## src/i2cmbe_pkg.sv

```systemverilog
// Package for the I2C master bit engine: sizes, input codes and the
// classified item type passed from the front end to the bit engine.
// No dependencies.
`default_nettype none

package i2cmbe_pkg;

	localparam int QUEUE_DEPTH = 8;
	localparam int MAX_BYTES   = 16;
	localparam int DATA_DEPTH  = 16;

	localparam int DQ_AW  = $clog2(QUEUE_DEPTH);
	localparam int DQ_CW  = $clog2(QUEUE_DEPTH + 1);
	localparam int WQ_AW  = $clog2(DATA_DEPTH);
	localparam int WQ_CW  = $clog2(DATA_DEPTH + 1);
	localparam int LEN_W  = $clog2(MAX_BYTES + 1);
	localparam int LEN_IN_W = 5;

	localparam int IQ_DEPTH = 2;
	localparam int IQ_AW    = $clog2(IQ_DEPTH);
	localparam int IQ_CW    = $clog2(IQ_DEPTH + 1);

	localparam logic [1:0] KIND_TICK = 2'd0;
	localparam logic [1:0] KIND_DESC = 2'd1;
	localparam logic [1:0] KIND_DATA = 2'd2;

	localparam int RW_BIT = 0;
	localparam int MSB_BIT = 7;
	localparam logic [3:0] BITS_PER_BYTE = 4'd8;
	localparam logic [7:0] IDLE_BYTE = 8'hFF;

	typedef struct packed {
		logic             is_tick;
		logic             is_desc;
		logic             is_data;
		logic             sda;
		logic [7:0]       addr_rw;
		logic [LEN_W-1:0] len;
		logic [7:0]       wbyte;
	} item_t;

endpackage

`default_nettype wire

```

## src/i2cmbe_in_if.sv

```systemverilog
// Input channel of the I2C master bit engine: valid/ready plus item fields.
// No dependencies.
`default_nettype none

interface i2cmbe_in_if;
	logic       valid;
	logic       ready;
	logic [1:0] kind;
	logic       sda_in;
	logic [7:0] addr_rw;
	logic [4:0] transfer_length;
	logic [7:0] write_byte;

	modport source (output valid, kind, sda_in, addr_rw, transfer_length, write_byte,
		input ready);
	modport sink (input valid, kind, sda_in, addr_rw, transfer_length, write_byte,
		output ready);
endinterface

`default_nettype wire

```

## src/i2cmbe_out_if.sv

```systemverilog
// Result channel of the I2C master bit engine: valid/ready plus result fields.
// No dependencies.
`default_nettype none

interface i2cmbe_out_if;
	logic       valid;
	logic       ready;
	logic       scl_out;
	logic       sda_out;
	logic       accepted;
	logic [7:0] read_data;
	logic       read_valid;
	logic       read_last;
	logic       transfer_done;
	logic       nack_error;
	logic       busy_res;

	modport source (output valid, scl_out, sda_out, accepted, read_data, read_valid,
		read_last, transfer_done, nack_error, busy_res, input ready);
	modport sink (input valid, scl_out, sda_out, accepted, read_data, read_valid,
		read_last, transfer_done, nack_error, busy_res, output ready);
endinterface

`default_nettype wire

```

## src/i2c_master_bit_engine_core.sv

```systemverilog
// Top level of the I2C master bit engine: front end, item queue and bit engine.
// Depends on i2cmbe_pkg, the channel interfaces and the three submodules.
//
// Usage:
//   items   : input channel. kind selects a tick (with the sampled SDA level),
//             a transfer descriptor (addr_rw, transfer_length) or a write byte.
//   results : one transaction per input transaction, in order: line levels
//             after the item, accepted flag for queue items, read byte strobes,
//             transfer done and NACK flags, and the busy flag.
//   Path    : an accepted input passes through the front register, the item
//             queue and the result register, in that order, before its result
//             is offered.
//   Throughput: one item per cycle while results is not stalled; the bit
//             engine runs one half-bit step or one queue write per cycle.
//   Stall   : while results is stalled the result register holds; the front
//             register and the two-entry item queue keep taking input until
//             full, then items.ready drops.
//   Reset   : arst_n clears all control state; the engine comes up idle with
//             SCL and SDA released high and both queues empty.
`default_nettype none

module i2c_master_bit_engine_core import i2cmbe_pkg::*; (
	input  wire logic    clk,
	input  wire logic    arst_n,
	i2cmbe_in_if.sink    items,
	i2cmbe_out_if.source results
);

	logic  push;
	item_t push_item;
	logic  q_full;
	logic  q_valid;
	item_t q_item;
	logic  q_pop;

	i2cmbe_front u_front (
		.clk       (clk),
		.arst_n    (arst_n),
		.items     (items),
		.q_full    (q_full),
		.push      (push),
		.push_item (push_item)
	);

	i2cmbe_queue u_queue (
		.clk        (clk),
		.arst_n     (arst_n),
		.push       (push),
		.push_item  (push_item),
		.pop        (q_pop),
		.full       (q_full),
		.head_valid (q_valid),
		.head_item  (q_item)
	);

	i2cmbe_back u_back (
		.clk     (clk),
		.arst_n  (arst_n),
		.q_valid (q_valid),
		.q_item  (q_item),
		.q_pop   (q_pop),
		.results (results)
	);

endmodule

`default_nettype wire

```

## src/i2cmbe_front.sv

```systemverilog
// Front end: registers incoming transactions, decodes the kind and clamps the
// transfer length. Depends on i2cmbe_pkg and i2cmbe_in_if.
`default_nettype none

module i2cmbe_front import i2cmbe_pkg::*; (
	input  wire logic   clk,
	input  wire logic   arst_n,
	i2cmbe_in_if.sink   items,
	input  wire logic   q_full,
	output logic        push,
	output item_t       push_item
);

	logic  valid_s1;
	item_t item_s1;
	item_t item_dec;
	logic  fire;

	always_comb begin
		item_dec.is_tick = (items.kind == KIND_TICK);
		item_dec.is_desc = (items.kind == KIND_DESC);
		item_dec.is_data = (items.kind == KIND_DATA);
		item_dec.sda     = items.sda_in;
		item_dec.addr_rw = items.addr_rw;
		item_dec.wbyte   = items.write_byte;
		priority if (items.transfer_length == '0) begin
			item_dec.len = LEN_W'(1);
		end else if (9'(items.transfer_length) > 9'(MAX_BYTES)) begin
			item_dec.len = LEN_W'(MAX_BYTES);
		end else begin
			item_dec.len = LEN_W'(items.transfer_length);
		end
	end

	assign items.ready = !valid_s1 || !q_full;
	assign fire        = items.valid && items.ready;
	assign push        = valid_s1 && !q_full;
	assign push_item   = item_s1;

	always_ff @(posedge clk or negedge arst_n) begin
		if (!arst_n) begin
			valid_s1 <= 1'b0;
		end else if (fire) begin
			valid_s1 <= 1'b1;
		end else if (push) begin
			valid_s1 <= 1'b0;
		end
	end

	always_ff @(posedge clk) begin
		if (fire) begin
			item_s1 <= item_dec;
		end
	end

endmodule

`default_nettype wire

```

## src/i2cmbe_queue.sv

```systemverilog
// Short queue of classified items between the front end and the bit engine.
// Depends on i2cmbe_pkg.
`default_nettype none

module i2cmbe_queue import i2cmbe_pkg::*; (
	input  wire logic   clk,
	input  wire logic   arst_n,
	input  wire logic   push,
	input  wire item_t  push_item,
	input  wire logic   pop,
	output logic        full,
	output logic        head_valid,
	output item_t       head_item
);

	item_t            slots_q [IQ_DEPTH];
	logic [IQ_AW-1:0] rd_q;
	logic [IQ_AW-1:0] wr_q;
	logic [IQ_CW-1:0] cnt_q;

	function automatic logic [IQ_AW-1:0] step(input logic [IQ_AW-1:0] p);
		return (p == IQ_AW'(IQ_DEPTH - 1)) ? '0 : p + 1'b1;
	endfunction

	assign full       = (cnt_q == IQ_CW'(IQ_DEPTH));
	assign head_valid = (cnt_q != '0);
	assign head_item  = slots_q[rd_q];

	always_ff @(posedge clk or negedge arst_n) begin
		if (!arst_n) begin
			rd_q  <= '0;
			wr_q  <= '0;
			cnt_q <= '0;
		end else begin
			if (push) begin
				wr_q <= step(wr_q);
			end
			if (pop) begin
				rd_q <= step(rd_q);
			end
			unique case ({push, pop})
				2'b10:   cnt_q <= cnt_q + 1'b1;
				2'b01:   cnt_q <= cnt_q - 1'b1;
				default: cnt_q <= cnt_q;
			endcase
		end
	end

	always_ff @(posedge clk) begin
		if (push) begin
			slots_q[wr_q] <= push_item;
		end
	end

endmodule

`default_nettype wire

```

## src/i2cmbe_back.sv

```systemverilog
// Bit engine: descriptor and write-byte queues, half-bit state machine and the
// registered result stage. Depends on i2cmbe_pkg and i2cmbe_out_if.
`default_nettype none

module i2cmbe_back import i2cmbe_pkg::*; (
	input  wire logic   clk,
	input  wire logic   arst_n,
	input  wire logic   q_valid,
	input  wire item_t  q_item,
	output logic        q_pop,
	i2cmbe_out_if.source results
);

	typedef enum logic [4:0] {
		PH_IDLE, PH_START_L, PH_START_H, PH_ADDR_L, PH_ADDR_H, PH_AACK_L, PH_AACK_H,
		PH_RD_L, PH_RD_H, PH_WR_L, PH_WR_H, PH_MACK_L, PH_MACK_H, PH_WACK_L,
		PH_WACK_H, PH_MNACK_L, PH_MNACK_H, PH_STOP_L, PH_STOP_H
	} phase_t;

	phase_t           phase_q, phase_n;
	logic [3:0]       bits_q, bits_n;
	logic [7:0]       shift_q, shift_n;
	logic [LEN_W-1:0] bdone_q, bdone_n;
	logic [DQ_AW-1:0] dhead_q, dhead_n;
	logic [DQ_CW-1:0] dcount_q, dcount_n;
	logic [WQ_AW-1:0] whead_q, whead_n;
	logic [WQ_CW-1:0] wcount_q, wcount_n;
	logic             scl_q, scl_n;
	logic             sda_q, sda_n;
	logic             out_valid_q;

	logic [7:0]       desc_addr_q [QUEUE_DEPTH];
	logic [LEN_W-1:0] desc_len_q  [QUEUE_DEPTH];
	logic [7:0]       wdata_q     [DATA_DEPTH];

	logic             desc_we, data_we;
	logic [DQ_AW:0]   dsum;
	logic [DQ_AW-1:0] dslot;
	logic [WQ_AW:0]   wsum;
	logic [WQ_AW-1:0] wslot;
	logic [7:0]       haddr;
	logic [LEN_W-1:0] hlen;
	logic [LEN_W-1:0] bd_inc;
	logic [7:0]       tx_byte;
	logic             r_acc, r_rvalid, r_rlast, r_done, r_nack;
	logic [7:0]       r_rdata;

	function automatic logic [DQ_AW-1:0] dstep(input logic [DQ_AW-1:0] p);
		return (p == DQ_AW'(QUEUE_DEPTH - 1)) ? '0 : p + 1'b1;
	endfunction

	function automatic logic [WQ_AW-1:0] wstep(input logic [WQ_AW-1:0] p);
		return (p == WQ_AW'(DATA_DEPTH - 1)) ? '0 : p + 1'b1;
	endfunction

	always_comb begin
		dsum = {1'b0, dhead_q} + (DQ_AW + 1)'(dcount_q);
		if (dsum >= (DQ_AW + 1)'(QUEUE_DEPTH)) begin
			dsum = dsum - (DQ_AW + 1)'(QUEUE_DEPTH);
		end
		dslot = dsum[DQ_AW-1:0];
		wsum = {1'b0, whead_q} + (WQ_AW + 1)'(wcount_q);
		if (wsum >= (WQ_AW + 1)'(DATA_DEPTH)) begin
			wsum = wsum - (WQ_AW + 1)'(DATA_DEPTH);
		end
		wslot = wsum[WQ_AW-1:0];
	end

	assign haddr   = desc_addr_q[dhead_q];
	assign hlen    = desc_len_q[dhead_q];
	assign bd_inc  = bdone_q + 1'b1;
	assign tx_byte = (wcount_q != '0) ? wdata_q[whead_q] : IDLE_BYTE;
	assign q_pop   = q_valid && (!out_valid_q || results.ready);

	always_comb begin
		phase_n  = phase_q;
		bits_n   = bits_q;
		shift_n  = shift_q;
		bdone_n  = bdone_q;
		dhead_n  = dhead_q;
		dcount_n = dcount_q;
		whead_n  = whead_q;
		wcount_n = wcount_q;
		scl_n    = scl_q;
		sda_n    = sda_q;
		desc_we  = 1'b0;
		data_we  = 1'b0;
		r_acc    = 1'b0;
		r_rdata  = '0;
		r_rvalid = 1'b0;
		r_rlast  = 1'b0;
		r_done   = 1'b0;
		r_nack   = 1'b0;
		if (q_pop) begin
			priority if (q_item.is_desc) begin
				if (dcount_q < DQ_CW'(QUEUE_DEPTH)) begin
					desc_we  = 1'b1;
					dcount_n = dcount_q + 1'b1;
					r_acc    = 1'b1;
					if (phase_q == PH_IDLE) begin
						phase_n = PH_START_L;
						scl_n   = 1'b1;
						sda_n   = 1'b1;
					end
				end
			end else if (q_item.is_data) begin
				if (wcount_q < WQ_CW'(DATA_DEPTH)) begin
					data_we  = 1'b1;
					wcount_n = wcount_q + 1'b1;
					r_acc    = 1'b1;
				end
			end else if (q_item.is_tick) begin
				scl_n = !scl_q;
				unique case (phase_q)
					PH_START_L: begin
						shift_n = haddr;
						bits_n  = BITS_PER_BYTE;
						bdone_n = '0;
						sda_n   = 1'b1;
						phase_n = PH_START_H;
					end
					PH_START_H: begin
						sda_n   = 1'b0;
						phase_n = PH_ADDR_L;
					end
					PH_ADDR_L, PH_WR_L: begin
						if (phase_q == PH_WR_L && bits_q == BITS_PER_BYTE) begin
							shift_n = tx_byte;
							if (wcount_q != '0) begin
								whead_n  = wstep(whead_q);
								wcount_n = wcount_q - 1'b1;
							end
						end
						sda_n = shift_n[MSB_BIT];
						if (bits_q != '0) begin
							bits_n = bits_q - 1'b1;
						end
						phase_n = (phase_q == PH_ADDR_L) ? PH_ADDR_H : PH_WR_H;
					end
					PH_ADDR_H, PH_WR_H: begin
						if (bits_q == '0) begin
							bits_n  = BITS_PER_BYTE;
							phase_n = (phase_q == PH_ADDR_H) ? PH_AACK_L : PH_WACK_L;
						end else begin
							shift_n = {shift_q[6:0], 1'b0};
							phase_n = (phase_q == PH_ADDR_H) ? PH_ADDR_L : PH_WR_L;
						end
					end
					PH_AACK_L, PH_WACK_L: begin
						sda_n   = 1'b1;
						phase_n = (phase_q == PH_AACK_L) ? PH_AACK_H : PH_WACK_H;
					end
					PH_AACK_H: begin
						if (!q_item.sda) begin
							phase_n = haddr[RW_BIT] ? PH_RD_L : PH_WR_L;
						end else begin
							if (dcount_q != '0) begin
								dhead_n  = dstep(dhead_q);
								dcount_n = dcount_q - 1'b1;
							end
							r_nack  = 1'b1;
							phase_n = PH_STOP_L;
						end
					end
					PH_RD_L: begin
						sda_n = 1'b1;
						if (bits_q != '0) begin
							bits_n = bits_q - 1'b1;
						end
						phase_n = PH_RD_H;
					end
					PH_RD_H: begin
						shift_n = {shift_q[6:0], q_item.sda};
						if (bits_q == '0) begin
							bits_n   = BITS_PER_BYTE;
							bdone_n  = bd_inc;
							r_rvalid = 1'b1;
							r_rdata  = shift_n;
							r_rlast  = (bd_inc >= hlen);
							phase_n  = (bd_inc >= hlen) ? PH_MNACK_L : PH_MACK_L;
						end else begin
							phase_n = PH_RD_L;
						end
					end
					PH_MACK_L: begin
						sda_n   = 1'b0;
						phase_n = PH_MACK_H;
					end
					PH_MACK_H: begin
						phase_n = PH_RD_L;
					end
					PH_WACK_H: begin
						if (!q_item.sda) begin
							bdone_n = bd_inc;
							if (bd_inc >= hlen) begin
								if (dcount_q != '0) begin
									dhead_n  = dstep(dhead_q);
									dcount_n = dcount_q - 1'b1;
								end
								r_done  = 1'b1;
								phase_n = (dcount_n != '0) ? PH_START_L : PH_STOP_L;
							end else begin
								phase_n = PH_WR_L;
							end
						end else begin
							if (dcount_q != '0) begin
								dhead_n  = dstep(dhead_q);
								dcount_n = dcount_q - 1'b1;
							end
							r_nack  = 1'b1;
							phase_n = PH_STOP_L;
						end
					end
					PH_MNACK_L: begin
						sda_n   = 1'b1;
						phase_n = PH_MNACK_H;
					end
					PH_MNACK_H: begin
						if (dcount_q != '0) begin
							dhead_n  = dstep(dhead_q);
							dcount_n = dcount_q - 1'b1;
						end
						r_done  = 1'b1;
						phase_n = (dcount_n != '0) ? PH_START_L : PH_STOP_L;
					end
					PH_STOP_L: begin
						sda_n   = 1'b0;
						phase_n = PH_STOP_H;
					end
					PH_STOP_H: begin
						sda_n   = 1'b1;
						phase_n = (dcount_q != '0) ? PH_START_L : PH_IDLE;
					end
					default: begin
						phase_n = PH_IDLE;
						scl_n   = 1'b1;
						sda_n   = 1'b1;
					end
				endcase
			end else begin
				phase_n = phase_q;
			end
		end
	end

	always_ff @(posedge clk or negedge arst_n) begin
		if (!arst_n) begin
			phase_q     <= PH_IDLE;
			bits_q      <= BITS_PER_BYTE;
			shift_q     <= '0;
			bdone_q     <= '0;
			dhead_q     <= '0;
			dcount_q    <= '0;
			whead_q     <= '0;
			wcount_q    <= '0;
			scl_q       <= 1'b1;
			sda_q       <= 1'b1;
			out_valid_q <= 1'b0;
		end else begin
			phase_q  <= phase_n;
			bits_q   <= bits_n;
			shift_q  <= shift_n;
			bdone_q  <= bdone_n;
			dhead_q  <= dhead_n;
			dcount_q <= dcount_n;
			whead_q  <= whead_n;
			wcount_q <= wcount_n;
			scl_q    <= scl_n;
			sda_q    <= sda_n;
			if (q_pop) begin
				out_valid_q <= 1'b1;
			end else if (results.ready) begin
				out_valid_q <= 1'b0;
			end
		end
	end

	assign results.valid = out_valid_q;

	always_ff @(posedge clk) begin
		if (q_pop) begin
			results.scl_out       <= scl_n;
			results.sda_out       <= sda_n;
			results.accepted      <= r_acc;
			results.read_data     <= r_rdata;
			results.read_valid    <= r_rvalid;
			results.read_last     <= r_rlast;
			results.transfer_done <= r_done;
			results.nack_error    <= r_nack;
			results.busy_res      <= (phase_n != PH_IDLE);
		end
	end

	always_ff @(posedge clk) begin
		if (desc_we) begin
			desc_addr_q[dslot] <= q_item.addr_rw;
			desc_len_q[dslot]  <= q_item.len;
		end
		if (data_we) begin
			wdata_q[wslot] <= q_item.wbyte;
		end
	end

endmodule

`default_nettype wire

```

## src/flat_wrapper.sv

```systemverilog
// flat-port wrapper written by rule: the top's interface ports become plain ports
module i2c_master_bit_engine_core_flat import i2cmbe_pkg::*;
  (clk, arst_n, items_valid, items_kind, items_sda_in, items_addr_rw, items_transfer_length, items_write_byte, items_ready, results_valid, results_scl_out, results_sda_out, results_accepted, results_read_data, results_read_valid, results_read_last, results_transfer_done, results_nack_error, results_busy_res, results_ready);
  i2cmbe_in_if items_i ();
  i2cmbe_out_if results_i ();
  input  wire logic clk;
  input  wire logic arst_n;
  input wire logic [$bits(items_i.valid)-1:0] items_valid;
  input wire logic [$bits(items_i.kind)-1:0] items_kind;
  input wire logic [$bits(items_i.sda_in)-1:0] items_sda_in;
  input wire logic [$bits(items_i.addr_rw)-1:0] items_addr_rw;
  input wire logic [$bits(items_i.transfer_length)-1:0] items_transfer_length;
  input wire logic [$bits(items_i.write_byte)-1:0] items_write_byte;
  output wire logic [$bits(items_i.ready)-1:0] items_ready;
  output wire logic [$bits(results_i.valid)-1:0] results_valid;
  output wire logic [$bits(results_i.scl_out)-1:0] results_scl_out;
  output wire logic [$bits(results_i.sda_out)-1:0] results_sda_out;
  output wire logic [$bits(results_i.accepted)-1:0] results_accepted;
  output wire logic [$bits(results_i.read_data)-1:0] results_read_data;
  output wire logic [$bits(results_i.read_valid)-1:0] results_read_valid;
  output wire logic [$bits(results_i.read_last)-1:0] results_read_last;
  output wire logic [$bits(results_i.transfer_done)-1:0] results_transfer_done;
  output wire logic [$bits(results_i.nack_error)-1:0] results_nack_error;
  output wire logic [$bits(results_i.busy_res)-1:0] results_busy_res;
  input wire logic [$bits(results_i.ready)-1:0] results_ready;
  assign items_i.valid = items_valid;
  assign items_i.kind = items_kind;
  assign items_i.sda_in = items_sda_in;
  assign items_i.addr_rw = items_addr_rw;
  assign items_i.transfer_length = items_transfer_length;
  assign items_i.write_byte = items_write_byte;
  assign items_ready = items_i.ready;
  assign results_valid = results_i.valid;
  assign results_scl_out = results_i.scl_out;
  assign results_sda_out = results_i.sda_out;
  assign results_accepted = results_i.accepted;
  assign results_read_data = results_i.read_data;
  assign results_read_valid = results_i.read_valid;
  assign results_read_last = results_i.read_last;
  assign results_transfer_done = results_i.transfer_done;
  assign results_nack_error = results_i.nack_error;
  assign results_busy_res = results_i.busy_res;
  assign results_i.ready = results_ready;
  i2c_master_bit_engine_core u_core (.clk(clk), .arst_n(arst_n), .items(items_i), .results(results_i));
endmodule
```

## config.mk

```make
export PLATFORM = sky130hd
export DESIGN_NAME = i2c_master_bit_engine_core_flat
export DESIGN_NICKNAME = d
export VERILOG_FILES = /design/src/i2cmbe_pkg.sv /design/src/i2cmbe_in_if.sv /design/src/i2cmbe_out_if.sv /design/src/i2c_master_bit_engine_core.sv /design/src/i2cmbe_front.sv /design/src/i2cmbe_queue.sv /design/src/i2cmbe_back.sv /design/src/flat_wrapper.sv
export SDC_FILE = /design/constraint.sdc
export NUM_CORES = 1
export LEC_CHECK = 0
export ABC_AREA = 1
export ABC_CLOCK_PERIOD_IN_PS = 3300
export BUFFER_PORTS_ARGS = -buffer_cell sky130_fd_sc_hd__buf_2
export CORE_MARGIN = 4
export CORE_UTILIZATION = 65
export CTS_BUF_LIST = sky130_fd_sc_hd__clkbuf_4 sky130_fd_sc_hd__clkbuf_8
export CTS_CLUSTER_SIZE = 30
export DETAILED_ROUTE_END_ITERATION = 8
export GPL_TIMING_DRIVEN = 0
export PLACE_DENSITY = 0.83
export SLEW_MARGIN = 20
export SYNTH_ARGS = -nofsm -noshare
export SYNTH_HDL_FRONTEND = slang
export SYNTH_SLANG_ARGS = --single-unit
export TNS_END_PERCENT = 30
```

## constraint.sdc

```tcl
create_clock -name clk -period 3.3 [get_ports clk]
set_input_delay 0.33 -clock clk [delete_from_list [all_inputs] [get_ports clk]]
set_output_delay 0.33 -clock clk [all_outputs]
set_load 0.1 [all_outputs]
```

-- Word-level counts from Yosys, hierarchy flattened
Memories as Yosys holds them, arrays and structs flattened.
Cells that the tools add are included.
- bits in registers: 87
- bits in writable memories: 282
- output and inout bits: 18
- word-level logic and storage cells: 268
- memories: 4
- memories (memory ; depth ; bits a word ; read ports ; clocked after memory_dff ; write ports ; RTL line ; text):
    u_core.u_back.wdata_q ; 16 ; 8 ; 1 ; 0 ; 1 ; i2cmbe_back.sv:34 ; logic [7:0] wdata_q [DATA_DEPTH];
    u_core.u_back.desc_addr_q ; 8 ; 8 ; 1 ; 0 ; 1 ; i2cmbe_back.sv:32 ; logic [7:0] desc_addr_q [QUEUE_DEPTH];
    u_core.u_queue.slots_q ; 2 ; 25 ; 1 ; 0 ; 1 ; i2cmbe_queue.sv:16 ; item_t slots_q [IQ_DEPTH];
    u_core.u_back.desc_len_q ; 8 ; 5 ; 1 ; 0 ; 1 ; i2cmbe_back.sv:33 ; logic [LEN_W-1:0] desc_len_q [QUEUE_DEPTH];
- $add $sub $neg: 16
- magnitude comparators: 6
- eq/ne operators: 39
- muxes and demuxes: 108
- bitwise operators: 6
- reduce and logical (&&, ||, !) cells: 56
- operators with widths (cell ; count):
    $mux 4 ; 31
    $mux 5 ; 20
    $pmux 5 s15 ; 1
    $reduce_and 7->1 ; 7
    $eq 5x4->1 const B ; 8
    $mux 1 ; 38
    $pmux 8 s4 ; 1
    $mux 8 ; 3
    $pmux 4 s3 ; 2
    $reduce_bool 4->1 ; 6
    $mux 3 ; 7
    $eq 5x3->1 const B ; 4
    $reduce_bool 2->1 ; 9
    $reduce_or 18->1 ; 1
    $eq 5x5->1 const B ; 3
    $pmux 5 s3 ; 1
    $ne 2x2->1 const B ; 7
    $reduce_or 3->1 ; 4
    $sub 4x1->4 const B ; 3
    $add 5x1->5 const B ; 2
    $eq 5x2->1 const B ; 2
    $logic_not 5->1 ; 2
    $reduce_bool 5->1 ; 2
    $reduce_or 2->1 ; 5
    39 further kinds ; 62

-- Longest topological paths before layout
Gate-level depths: netlist (run 1).
- depth in word-level cells: 19
- mapped depth: 21
- gate-level depth less buffers: 18

-- Modules after synthesis
From an unflattened synthesis (run 1), not the netlist that was laid out.
- cell total of the unflattened synthesis: 1459
- area total of the unflattened synthesis: 16313.1 µm²
- by module, submodules not included (module ; times used ; cells an instance ; area each (µm²) ; sequential area each (µm²)):
    i2cmbe_back ; 1 ; 1246 ; 13188.9 ; 8476.9
    i2cmbe_queue ; 1 ; 155 ; 2204.6 ; 1601.5
    i2cmbe_front ; 1 ; 58 ; 919.6 ; 775.7

-- Least setup slack after synthesis (run 1)
Ideal clock, no wire load.
- kind: reg2reg
- from: register u_core.u_back.dhead_q[1]
- to: register u_core.u_back.results.busy_res (data pin)
- arrival: 2.655 ns
- setup slack: 0.391 ns
- cell stages (with the launch flop): 20
- period minus slack after synthesis: 2.909 ns
- cell sequence: dfrtp_1 > clkbuf_1 > inv_1 > clkbuf_1 > clkbuf_1 > o21ai_0 > o221ai_1 > o21ai_0 > ha_1 > a21o_1 > nor2_1 > nand3_1 > inv_1 > nand2_1 > nand2_1 > nand2_1 > nand2_1 > nand2_1 > nor2_1 > nand2_1
- cells in the longest elaborated chain, start to end: 10
- elaborated cells on any way between the ends: 15
- those cells by class: order compare: 1; mux: 11; reduce/logical: 1; memory: 2
- RTL lines (element ; RTL line ; text):
    start: declaration ; i2cmbe_back.sv:24 ; logic [DQ_AW-1:0] dhead_q, dhead_n;
    start signal: assignment ; i2cmbe_back.sv:264 ; dhead_q <= dhead_n;
    $mem_v2 8x5 ; - ;
    $ge 5x5->1 ; i2cmbe_back.sv:195 ; if (bd_inc >= hlen) begin
    $mux 5 ; i2cmbe_back.sv:195 ;
    $mux 5 ; i2cmbe_back.sv:193 ; if (!q_item.sda) begin
    $pmux 5 s15 ; i2cmbe_back.sv:114 ; unique case (phase_q)
    $mux 5 ; i2cmbe_back.sv:112 ; end else if (q_item.is_tick) begin
    $mux 5 ; i2cmbe_back.sv:106 ; end else if (q_item.is_data) begin
    $mux 5 ; i2cmbe_back.sv:95 ; priority if (q_item.is_desc) begin
    $mux 5 ; i2cmbe_back.sv:94 ; if (q_pop) begin
    via u_core.u_back.phase_n[4] ; i2cmbe_back.sv:20 ; phase_t phase_q, phase_n;
    $reduce_bool 5->1 ; i2cmbe_back.sv:290 ; results.busy_res <= (phase_n != PH_IDLE);
    end signal: assignment ; i2cmbe_back.sv:290 ;
    end: declaration ; i2cmbe_out_if.sv:19 ; read_last, transfer_done, nack_error, busy_res, input ready);
The timed path passes the listed nets, and every way through them passes these cells.
A chain may end at the register's enable or synchronous reset.

-- Final worst setup path (run 1)
- from: register u_core.u_back.whead_q[1]
- to: memory u_core.u_back.wdata_q[12][5] (enable)
- cells in the longest elaborated chain, start to end: 3
- elaborated cells on any way between the ends: 4
- those cells by class: add/sub: 2; order compare: 1; mux: 1
- RTL lines (element ; RTL line ; text):
    start: declaration ; i2cmbe_back.sv:26 ; logic [WQ_AW-1:0] whead_q, whead_n;
    start signal: assignment ; i2cmbe_back.sv:266 ; whead_q <= whead_n;
    $add 4x5->5 * ; i2cmbe_back.sv:62 ; wsum = {1'b0, whead_q} + (WQ_AW + 1)'(wcount_q);
    $sub 4x1->4 or $ge 5x5->1 (tied branches) ; i2cmbe_back.sv:64, i2cmbe_back.sv:63 ;
    $mux 4 * ; i2cmbe_back.sv:63 ; if (wsum >= (WQ_AW + 1)'(DATA_DEPTH)) begin
    end: declaration ; i2cmbe_back.sv:34 ;
Every way passes the cells marked *; elsewhere a longest branch is shown, timed or not.

==> run metrics, run 1 <==
WHS 0.0308 ns; Final ANT Viol Nets 0; synthesized instance count 1400; H-Tree Depth 2; design internal power 10.3 mW; register share of total power 40.4%; final-report setup violation count 18; pre-CTS setup slack -0.745 ns; measured slew at the worst slew-check pin 0.969 ns; CTS clk-pin slew, worst paths 0.06 ns; Sw Pwr 6.86 mW; DR DRC count 1; total CTS buffers 57; routability congestion estimate 0.929; worst r2r src u_core.u_back.whead_q[1]$_DFFE_PN0P_; CTS sink cnt between 300 and 400; Worst Path Required ~3.5 ns; Ys Warns 0; top cell type's share of synthesized area 61.1%; final WL 38.1 mm; core area around 24000 sq um; vias in the first global route about 11000; post-layout min period 3.32 ns; worst-skew pair later-pin latency 0.60 ns; Final Hold Fails 0; IO Count 46; leakage 7.05 nW; synthesized cell area ~16000 sq um; average size of a mapped cell 11.3 sq um; num rows 56; PortBufs 45; source of the critical timing path u_core.u_back.whead_q[1]$_DFFE_PN0P_; capturing element type of the critical path flip-flop; power density over the cells roughly 950 nW/um^2; Worst Setup Start Kind flip-flop; Yosys reg bits about 370; Yosys cell types 46; die footprint ~27000 sq um; RSZ-0062 raised after global routing yes; antenna diode count 0; reg2reg setup slack -0.02 ns; overall global routing resource usage 28.8%; sequential fraction of the synthesis area between 60 and 70%; initial core utilization 66.8%; Yosys top cell by area edfxtp_1; Layout Nets between 1500 and 2000; critical path arrival approximately 3.5 ns; max capacitance violation total 0; DR vias approximately 11000; clk buf depth 3; CP max FO 10; via/cell ratio 5.96; fmax 301 MHz; Slew Limit Fails 0; failing checks design-rule violations, negative setup slack; synthesized net count 1455; worst r2r dst u_core.u_back.wdata_q[12][5]$_DFFE_PP_; Setup crit end u_core.u_back.wdata_q[12][5]$_DFFE_PP_; Worst R2R Path Depth 5; Die Ht ~160 microns; grt total ovfl 0; worst setup margin -0.0244 ns; Layout Skew 0.0205 ns; Logic pwr share 36.7%; HPWL after DPL 24.7 mm; Period Utilization, post-route 101%; Max-slew headroom 35.4%; maximum vdd drop 1.12 mV; first-pass GRT wire length 59.5 mm; share of layout cells above drive strength 1 14.9%; Clock power frac between 20% and 30%; Worst Hold Class input port to flip-flop; Pre-antenna DRT Iters 8; largest net degree at the start of global routing 47; switching share of total power 40.0%; CTS tree yes; CTS root buf clkbuf_8; initial antenna violation count 0; status finished, violations left; top cells by area, synth edfxtp_1, nand2_1, dfrtp_1; area grow syn2layout 13.8%; die width 164 microns; Crit Path Category flip-flop to flip-flop; DRT iter0 DRCs 1477; average wire per standard cell 20.1 microns
-- cells by family after synthesis --
family                   synth area share, %
AO/OA/AOI/OAI                           8.23
flip-flops                              68.4
AND/OR/NAND/NOR                         16.2
buffers and inverters                   3.80
XOR/XNOR                                1.10
adder cells (fa/ha/maj)                 2.27
-- per-stage QoR --
step / std cells / util (%) / power, mW / instance area [sq um] / setup TNS, ns
2_1_floorplan: 1400 / - / 11.2 / 15900 / 0
3_3_place_gp: 1764 / 69.4 / 12.6 / 16500 / -5.84
3_5_place_dp: 1766 / 69.7 / 13.0 / 16600 / -7.70
4_1_cts: 1893 / 75.7 / 16.9 / 18000 / -0.436
5_1_grt: 1894 / 76.0 / 18.0 / 18100 / -3.94
6_report: 1894 / 76.0 / 17.1 / 18100 / -0.214
-- worst min-delay path by stage --
| stage | from | endpoint | slack (ns) | cells past startpoint |
|---|---|---|---|---|
| 2_1_floorplan | arst_n | u_core.u_back.bdone_q[0]$_DFFE_PN0P_ | 0.03 | 0 |
| 3_3_place_gp | u_core.u_front.push_item[8]$_SDFFCE_PN1P_ | u_core.u_queue.slots_q[0][8]$_DFFE_PP_ | 0.42 | 0 |
| 3_5_place_dp | arst_n | u_core.u_back.bits_q[2]$_DFFE_PN0P_ | 0.40 | 1 |
| 4_1_cts | items_transfer_length[2] | u_core.u_front.push_item[10]$_SDFFCE_PP0P_ | 0.003 | 3 |
| 5_1_grt | items_kind[0] | u_core.u_front.push_item[22]$_DFFE_PP_ | 0.006 | 2 |
| 6_report | items_transfer_length[2] | u_core.u_front.push_item[10]$_SDFFCE_PP0P_ | 0.03 | 3 |
-- synthesized netlist by cell type (all sizes together) --
cell type  count
a211oi         1
a21boi         6
a21o           2
a21oi         32
a22oi          2
a31oi          3
a32o           2
buf           16
clkbuf        34
clkinv         5
dfrtp         43
dfstp          3
edfxtp       323
fa             3
ha            24
inv           96
nand2        311
nand3         87
nand3b         1
nand4          8
nor2         184
nor3           4
nor4           2
o211ai        19
o21ai        129
o221ai         6
o22ai         24
o31ai          3
or2            7
xnor2          9
xor2          11
-- routing by layer --
layer	track usage [%]	vias to the layer above	wire length, microns
li1	-	5147	-
met1	41.0	5383	14400
met2	45.8	669	18300
met3	5.42	92	4410
met4	9.26	0	994
met5	0	-	0
-- placed cells by master (no fill, tap or decap), drive strengths merged, types with 24 or more instances in the layout --
cell type  Yosys  final
edfxtp       323    323
inv           96     96
a21oi         32     32
ha            24     24
o22ai         24     24
nand2        311    311
nand3         87     87
clkbuf        34    113
dfrtp         43     43
nor2         184    184
clkinv         5     26
buf           16     63
o21ai        129    129
-- registers in the layout (all words and copies together), names as in the netlist, 5 cells and up --
| signal | cells |
|---|---|
| u_core.u_back.bdone_q | 5 |
| u_core.u_back.desc_addr_q | 64 |
| u_core.u_back.desc_len_q | 40 |
| u_core.u_back.phase_q | 5 |
| u_core.u_back.results.read_data | 8 |
| u_core.u_back.shift_q | 8 |
| u_core.u_back.wcount_q | 5 |
| u_core.u_back.wdata_q | 128 |
| u_core.u_front.push_item | 25 |
| u_core.u_queue.slots_q | 50 |
-- power groups by stage --
stage / Combinational [mW] / Sequential, mW / Clock (mW)
CTS: 6.07 / 6.92 / 3.90
global placement: 5.65 / 6.95 / 0
global route: 6.85 / 6.99 / 4.18
detailed placement: 5.96 / 7.00 / 0
floorplan: 3.63 / 7.53 / 0
finish: 6.29 / 6.93 / 3.92
-- critical path, stage by stage, from the launching register on --
cell and delay [ns]:
dfrtp_1 0.50, clkinvlp_4 0.32, clkbuf_1 0.39, fa_1 0.69, nand3_1 0.30, nor2_1 0.75
-- area by class of cell --
cell class	count	area (sq um)
well taps	319	399
clock inverters	28	219
multi-input cells	880	4510
clock buffers	79	968
repair buffers	70	479
flip-flops and latches	369	10900
plain buffers	48	241
fillers	1429	5700
inverters	101	387
-- what timing repair did --
action	in CTS	in global routing
hold endpoints to repair	63	0
setup buffers	1	1
hold buffers	21	0
gates resized for setup	13	29
setup endpoints to repair	29	128
pin swaps	0	1
Note: power is estimated with default switching activity, not from simulation.
==> inputs of run 2 (changes only) <==
BUFFER_PORTS_ARGS = default   (was -buffer_cell sky130_fd_sc_hd__buf_2)
CORE_UTILIZATION = 66   (was 65)
DONT_BUFFER_PORTS = 1   (was default)
PLACE_DENSITY = 0.82   (was 0.83)
==> run 2 against run 1 <==
Net effect: the flow now finishes without violations; sequential power rose by 9.2%; fmax rose by 5.5%; setup slack improved by 0.17 ns; sequential share of layout area rose by 0.83 points; critical path depth rose by 13; register-to-register slack improved by 0.17 ns; combinational power fell by 12%; global-route usage fell by 1.3 points; clock skew rose by 0.029 ns.
==> run metrics, run 2 (synthesized netlist as in run 1, its figures left out) <==
Layout Cells excl Fill 1852 (was 1894); Period Utilization, post-route 95.5% (was 101%); maximum vdd drop 0.537 mV (was 1.12 mV); H-Tree Depth 2 (unchanged); PortBufs 0 (was 45); GR Util met1 36.6% (was 41.0%); Layout Nets 1543 (was 1582); capturing element type of the critical path flip-flop (unchanged); Worst Setup Start Kind flip-flop (unchanged); Top reg by flops u_core.u_back.wdata_q (unchanged); fmax 317 MHz (was 301 MHz); initial antenna violation count 0 (unchanged); Die Ht 163 microns (was 164 microns); CTS sink cnt 369 (unchanged); Pre-antenna DRT Iters 6 (was 8); Post-DP Area 16300 sq um (was 16600 sq um); CTS tree yes (unchanged); M2 GR Usage 45.7% (was 45.8%); power density over the cells 936 nW/um^2 (was 949 nW/um^2); average wire per standard cell 19.6 microns (was 20.1 microns); post-layout min period 3.15 ns (was 3.32 ns); Slew Limit Fails 0 (unchanged); vias in the first global route 10700 (was 11100); total CTS buffers 55 (was 57); first-pass GRT wire length 56.2 mm (was 59.5 mm); setup_tns 0 ns (was -0.214 ns); Worst Path Required 3.63 ns (was 3.52 ns); Largest regs u_core.u_back.wdata_q (128), u_core.u_back.desc_addr_q (64), u_core.u_queue.slots_q (50) (unchanged); initial core utilization 67.4% (was 66.8%); grt total ovfl 0 (unchanged); crit-path max cell delay 0.41 ns (was 0.75 ns); Inst Count DP 1720 (was 1766); final-report setup violation count 0 (was 18); leakage 6.87 nW (was 7.05 nW); measured slew at the worst slew-check pin 1.13 ns (was 0.969 ns); max capacitance violation total 0 (unchanged); met3 usage 5.12% (was 5.42%); max reg flops 128 (unchanged); DRT iter0 DRCs 1466 (was 1477); RSZ-0062 raised after global routing no (was yes); Layout Skew 0.0495 ns (was 0.0205 ns); CTS clk-pin slew, worst paths 0.06 ns (about the same); Final ANT Viol Nets 0 (unchanged); WHS 0.0353 ns (was 0.0308 ns); routability congestion estimate 0.943 (was 0.929); Worst Hold Class input port to flip-flop (unchanged); die footprint 26600 sq um (was 27000 sq um); CP max FO 10 (unchanged); most common cell after layout, fill and taps aside edfxtp_1 (unchanged); critical path's most frequent cell nand2_1; area grow syn2layout 12.3% (was 13.8%); Max-slew headroom 24.4% (was 35.4%); share of layout cells above drive strength 1 12.5% (was 14.9%); fin util 75.7% (was 76.0%); core area 23500 sq um (was 23800 sq um); clk buf depth 3 (unchanged); DR DRC count 0 (was 1); DR vias 11000 (was 11300); most frequent cells in the layout edfxtp_1, nand2_1, nor2_1, o21ai_0, nand3_1 (was edfxtp_1, nand2_1, nor2_1, o21ai_0); Final Hold Fails 0 (unchanged); num rows 56 (unchanged); status completed (was finished, violations left); antenna diode count 0 (unchanged); largest net degree at the start of global routing 47 (unchanged); die width 163 microns (was 164 microns); critical path arrival 3.48 ns (was 3.54 ns); Crit Path Category flip-flop to flip-flop (unchanged); Top Usage Layer GRT met2 (unchanged); via/cell ratio 5.96 (about the same); CTS root buf clkbuf_8 (unchanged); final WL 36.3 mm (was 38.1 mm); CP cell instances clkbuf_2 > clkinvlp_4 > clkbuf_2 > o21ai_0 > o22ai_1 > o21ai_1 > ha_1 > a21o_1 > nor2_1 > nand3_2 > inv_2 > nand2_1 > nand2_1 > nand2_1 > nand2_1 > nand2_1 > nor2_1 > nand2_1 (was clkinvlp_4 > clkbuf_1 > fa_1 > nand3_1 > nor2_1); worst-skew pair later-pin latency 0.62 ns (was 0.60 ns); HPWL after DPL 23.6 mm (was 24.7 mm); final instance area 17800 sq um (was 18100 sq um); Worst path slowest cell dfrtp_1 (was nor2_1); overall global routing resource usage 27.5% (was 28.8%); IO Count 46 (unchanged)
==> run 2: changes by cell type in the layout (fill, tap and decap cells not counted), sizes merged <==
cell | previous run | this run
clkbuf | 113 | 101
clkinv | 26 | 31
buf | 63 | 23
bufinv | 3 | 2
dlygate4sd3 | 21 | 27
==> run 2: repair_timing <==
item | in CTS | in global routing
endpoints found under the hold margin | 72 | 0
hold buffers | 28 | 0
buffers inserted | 4 | 0
resized for setup | 26 | 23
endpoints found under the setup margin | 62 | 127
==> run 2: cell type report <==
cell class                 instances  area, sq um
sequential                       369        10900
fill                            1498         5730
multi-input combinational        880         4500
clock buffer                      70          876
tap                              319          399
inverter                         101          393
timing repair buffer              33          343
buffer                            48          249
clock inverter                    32          201
==> run 2: layer usage <==
| metal | wire length (microns) | part of all wire (%) |
|---|---|---|
| met5 | 0 | 0 |
| met4 | 1120 | 3.1 |
| met3 | 3240 | 8.9 |
| met2 | 17800 | 49 |
| met1 | 14100 | 39 |
==> run 2: critical path: cells and delay by family (launching register included) <==
family | cells | cell delay, ns
compound gates | 4 | 0.61
buf+inv | 4 | 0.78
simple gates | 9 | 0.82
flops | 1 | 0.41
fa+ha+maj | 1 | 0.30
==> run 2: final timing paths <==
check                      slack [ns]                             startpoint  depth (start not counted)                                    endpoint
min                              0.04               items_transfer_length[4]                          2  u_core.u_front.push_item[12]$_SDFFCE_PN0P_
max reg2reg                      0.15   u_core.u_back.dhead_q[1]$_DFFE_PN0P_                         18    u_core.u_back.results.busy_res$_DFFE_PP_
min reg2reg                      0.45  u_core.u_front.push_item[2]$_DFFE_PP_                          0      u_core.u_queue.slots_q[0][2]$_DFFE_PP_
max in group asynchronous        2.72                                 arst_n                          2         u_core.u_back.bits_q[3]$_DFFE_PN1P_
min in group asynchronous        0.26                                 arst_n                          2        u_core.u_back.whead_q[0]$_DFFE_PN0P_
max                              0.15   u_core.u_back.dhead_q[1]$_DFFE_PN0P_                         18    u_core.u_back.results.busy_res$_DFFE_PP_
==> run 2: power by group <==
part	internal, mW	total, mW	switching [mW]
registers	6.57	7.57	0.993
clock network	1.91	3.60	1.69
logic	1.52	5.51	3.99
total	10.0	16.7	6.67
==> run 2: per-stage QoR <==
| step | setup WS [ns] | power [mW] |
|---|---|---|
| floorplan | 0.391 | 11.2 |
| global placement | -0.633 | 12.5 |
| detailed placement | -0.783 | 12.8 |
| CTS | -0.0956 | 16.6 |
| global route | 0.00731 | 17.6 |
| finish | 0.149 | 16.7 |
==> inputs of run 3 (changes only) <==
ABC_AREA = default   (was 1)
==> run 3 against run 2 <==
Net effect: synthesized cell count decreased by 33%; die area fell by 1.1%; cell count fell by 25%; largest power group unchanged; flip-flop and latch count is the same.
==> run metrics, run 3 <==
CTS clk-pin slew, worst paths 0.06 ns (about the same); DR vias 8859 (was 11000); worst-skew pair later-pin latency 0.60 ns (was 0.62 ns); Layout Cells excl Fill 1397 (was 1852); Pre-antenna DRT Iters 5 (was 6); fillers 1374 (was 1498); Top reg by flops u_core.u_back.wdata_q (unchanged); sequential fraction of the synthesis area 69.3% (was 68.4%); CTS tree yes (unchanged); CP cell instances nor2b_1 > nor4_2 > nand2_1 > nor3_2 > buf_6 (was clkbuf_2 > clkinvlp_4 > clkbuf_2 > o21ai_0 > o22ai_1 > o21ai_1 > ha_1 > a21o_1 > nor2_1 > nand3_2 > inv_2 > nand2_1 > nand2_1 > nand2_1 > nand2_1 > nand2_1 > nor2_1 > nand2_1); H-Tree Depth 2 (unchanged); worst r2r src u_core.u_back.results.valid$_DFFE_PN0P_ (was u_core.u_back.dhead_q[1]$_DFFE_PN0P_); Layout Skew 0.0323 ns (was 0.0495 ns); Post-synth ARST share 12.5% (unchanged); overall global routing resource usage 25.6% (was 27.5%); max reg flops 128 (unchanged); Period Utilization, post-route 97.0% (was 95.5%); leakage 6.11 nW (was 6.87 nW); clk buf depth 3 (unchanged); fmax 312 MHz (was 317 MHz); delay-heaviest family, CP simple AND/OR/NAND/NOR gates (unchanged); Max-slew headroom 26.3% (was 24.4%); post-layout min period 3.20 ns (was 3.15 ns); vias in the first global route 9036 (was 10700); critical path arrival 3.50 ns (was 3.48 ns); DRT iter0 DRCs 996 (was 1466); final WL 32.9 mm (was 36.3 mm); Yosys reg bits 369 (unchanged); Largest regs u_core.u_back.wdata_q (128), u_core.u_back.desc_addr_q (64), u_core.u_queue.slots_q (50) (unchanged); Inst Count DP 1266 (was 1720); CTS sink cnt 369 (unchanged); first-pass GRT wire length 51.1 mm (was 56.2 mm); HPWL after DPL 21.1 mm (was 23.6 mm); Ys Warns 0 (unchanged); routability congestion estimate 0.898 (was 0.943); share of layout cells above drive strength 1 22.9% (was 12.5%); synthesized instance count 942 (was 1400); Worst Setup Start Kind flip-flop (unchanged); DR DRC count 0 (unchanged); Layout Nets 1091 (was 1543); num rows 56 (unchanged); Worst Path Required 3.59 ns (was 3.63 ns); crit-path max cell delay 0.74 ns (was 0.41 ns); Final Total Pwr 14.0 mW (was 16.7 mW); CP max FO 7 (was 10); grt total ovfl 0 (unchanged); Synth top cells by count edfxtp_1, mux4_2, nand2_1 (was edfxtp_1, nand2_1, nor2_1); most frequent cells in the layout edfxtp_1, mux4_2, nand2_1, clkbuf_8, dfrtp_1 (was edfxtp_1, nand2_1, nor2_1, o21ai_0, nand3_1); Worst path slowest cell dfrtp_1 (unchanged); Final Hold Fails 0 (unchanged); average size of a mapped cell 16.6 sq um (was 11.3 sq um); status completed (unchanged); final-report setup violation count 0 (unchanged); Yosys cell types 70 (was 46); Slew Limit Fails 0 (unchanged); synthesized cell area 15700 sq um (was 15900 sq um); power density over the cells 792 nW/um^2 (was 936 nW/um^2); Main synth FF type edfxtp_1 (unchanged); CTS root buf clkbuf_8 (unchanged); antenna diode count 0 (unchanged); average wire per standard cell 23.5 microns (was 19.6 microns); measured slew at the worst slew-check pin 1.10 ns (was 1.13 ns); area grow syn2layout 12.8% (was 12.3%); top cells by area, synth edfxtp_1, mux4_2, dfrtp_1 (was edfxtp_1, nand2_1, dfrtp_1); Worst Hold Launch results_ready (was items_transfer_length[4]); die footprint 26300 sq um (was 26600 sq um); capturing element type of the critical path flip-flop (unchanged); Crit Path Category flip-flop to flip-flop (unchanged); EDFF count, synth 323 (unchanged); crit path buf inv count 1 (was 4); IO Count 46 (unchanged); Final ANT Viol Nets 0 (unchanged); largest net degree at the start of global routing 47 (unchanged); RSZ-0062 raised after global routing yes (was no); Die Ht 162 microns (was 163 microns); initial antenna violation count 0 (unchanged); core area 23400 sq um (was 23500 sq um); maximum vdd drop 0.506 mV (was 0.537 mV); PortBufs 0 (unchanged); Yosys top cell by area edfxtp_1 (unchanged); total CTS buffers 55 (unchanged); die width 162 microns (was 163 microns); max capacitance violation total 0 (unchanged); count leader, synth edfxtp_1 (unchanged); source of the critical timing path u_core.u_back.results.valid$_DFFE_PN0P_ (was u_core.u_back.dhead_q[1]$_DFFE_PN0P_); most common cell after layout, fill and taps aside edfxtp_1 (unchanged); synthesized net count 997 (was 1455); initial core utilization 67.0% (was 67.4%); top cell type's share of synthesized area 61.9% (was 61.1%); via/cell ratio 6.34 (was 5.96); Worst Hold Class input port to flip-flop (unchanged)
==> run 3: area by class of cell <==
| cell class | instances | area, sq um | share of cell area, % |
|---|---|---|---|
| repair buffers | 39 | 408 | 2.31 |
| well taps | 319 | 399 | 2.26 |
| clock buffers | 76 | 921 | 5.21 |
| plain buffers | 41 | 253 | 1.43 |
| clock inverters | 23 | 139 | 0.785 |
| inverters | 27 | 104 | 0.587 |
| multi-input cells | 503 | 4610 | 26.1 |
| flip-flops and latches | 369 | 10900 | 61.4 |
==> run 3: power breakdown <==
group / total [mW] / internal, mW / switching (mW)
clock: 3.57 / 1.89 / 1.68
sequential: 7.08 / 6.25 / 0.830
combinational: 3.37 / 1.18 / 2.19
total: 14.0 / 9.31 / 4.70
==> run 3: metrics by stage <==
stage          setup TNS (ns)  util [%]  area, sq um  setup slack, ns  hold slack [ns]
3_5_place_dp            -8.98      69.2        16200           -0.600           0.0362
3_3_place_gp           -70.06      68.7        16100            -1.00           0.0360
2_1_floorplan               0         -        15700           0.0681           0.0344
5_1_grt                -0.706      75.6        17700          -0.0368           0.0494
4_1_cts                 -1.52      75.5        17700          -0.0728           0.0317
6_report                    0      75.6        17700           0.0976           0.0687
==> run 3: path summary, 6_finish.rpt <==
path | depth (start not counted) | end | slack (ns)
setup / recovery | 5 | u_core.u_back.desc_addr_q[1][2]$_DFFE_PP_ | 0.1
hold / removal | 2 | u_core.u_back.results.valid$_DFFE_PN0P_ | 0.07
setup reg to reg | 5 | u_core.u_back.desc_addr_q[1][2]$_DFFE_PP_ | 0.1
hold reg to reg | 0 | u_core.u_queue.slots_q[0][24]$_DFFE_PP_ | 0.42
max in group asynchronous | 2 | u_core.u_back.sda_q$_DFF_PN1_ | 2.75
min in group asynchronous | 2 | u_core.u_back.results.valid$_DFFE_PN0P_ | 0.26
==> run 3: metal layers <==
layer,GRT usage (%),part of all wire (%),vias to the layer above
met2,43.1,50,397
li1,-,-,3879
met5,0,0,-
met1,35.8,41,4519
met4,6.65,2.1,0
met3,4.01,6.3,64
==> run 3: worst reg2reg max path: stages, from the launching register on <==
cell	delay [ns]
dfrtp_1	0.74
nor2b_1	0.34
nor4_2	0.60
nand2_1	0.31
nor3_2	0.67
buf_6	0.24
==> run 3: logic make-up after synthesis <==
group | Yosys count | share of synthesized area [%]
buffers and inverters | 70 | 1.97
adders and majority gates | 27 | 2.30
muxes | 127 | 13.1
AOI/OAI and AO/OA | 114 | 4.84
xor gates and xnor gates | 24 | 1.34
DFF | 369 | 69.3
and+or+nand+nor | 211 | 7.15
==> run 3: timing repair <==
item | in CTS | in global routing
setup buffers | 3 | 3
pin swaps | 1 | 2
resized for setup | 25 | 13
endpoints found under the hold margin | 72 | 0
endpoints found under the setup margin | 134 | 139
hold buffers | 28 | 0
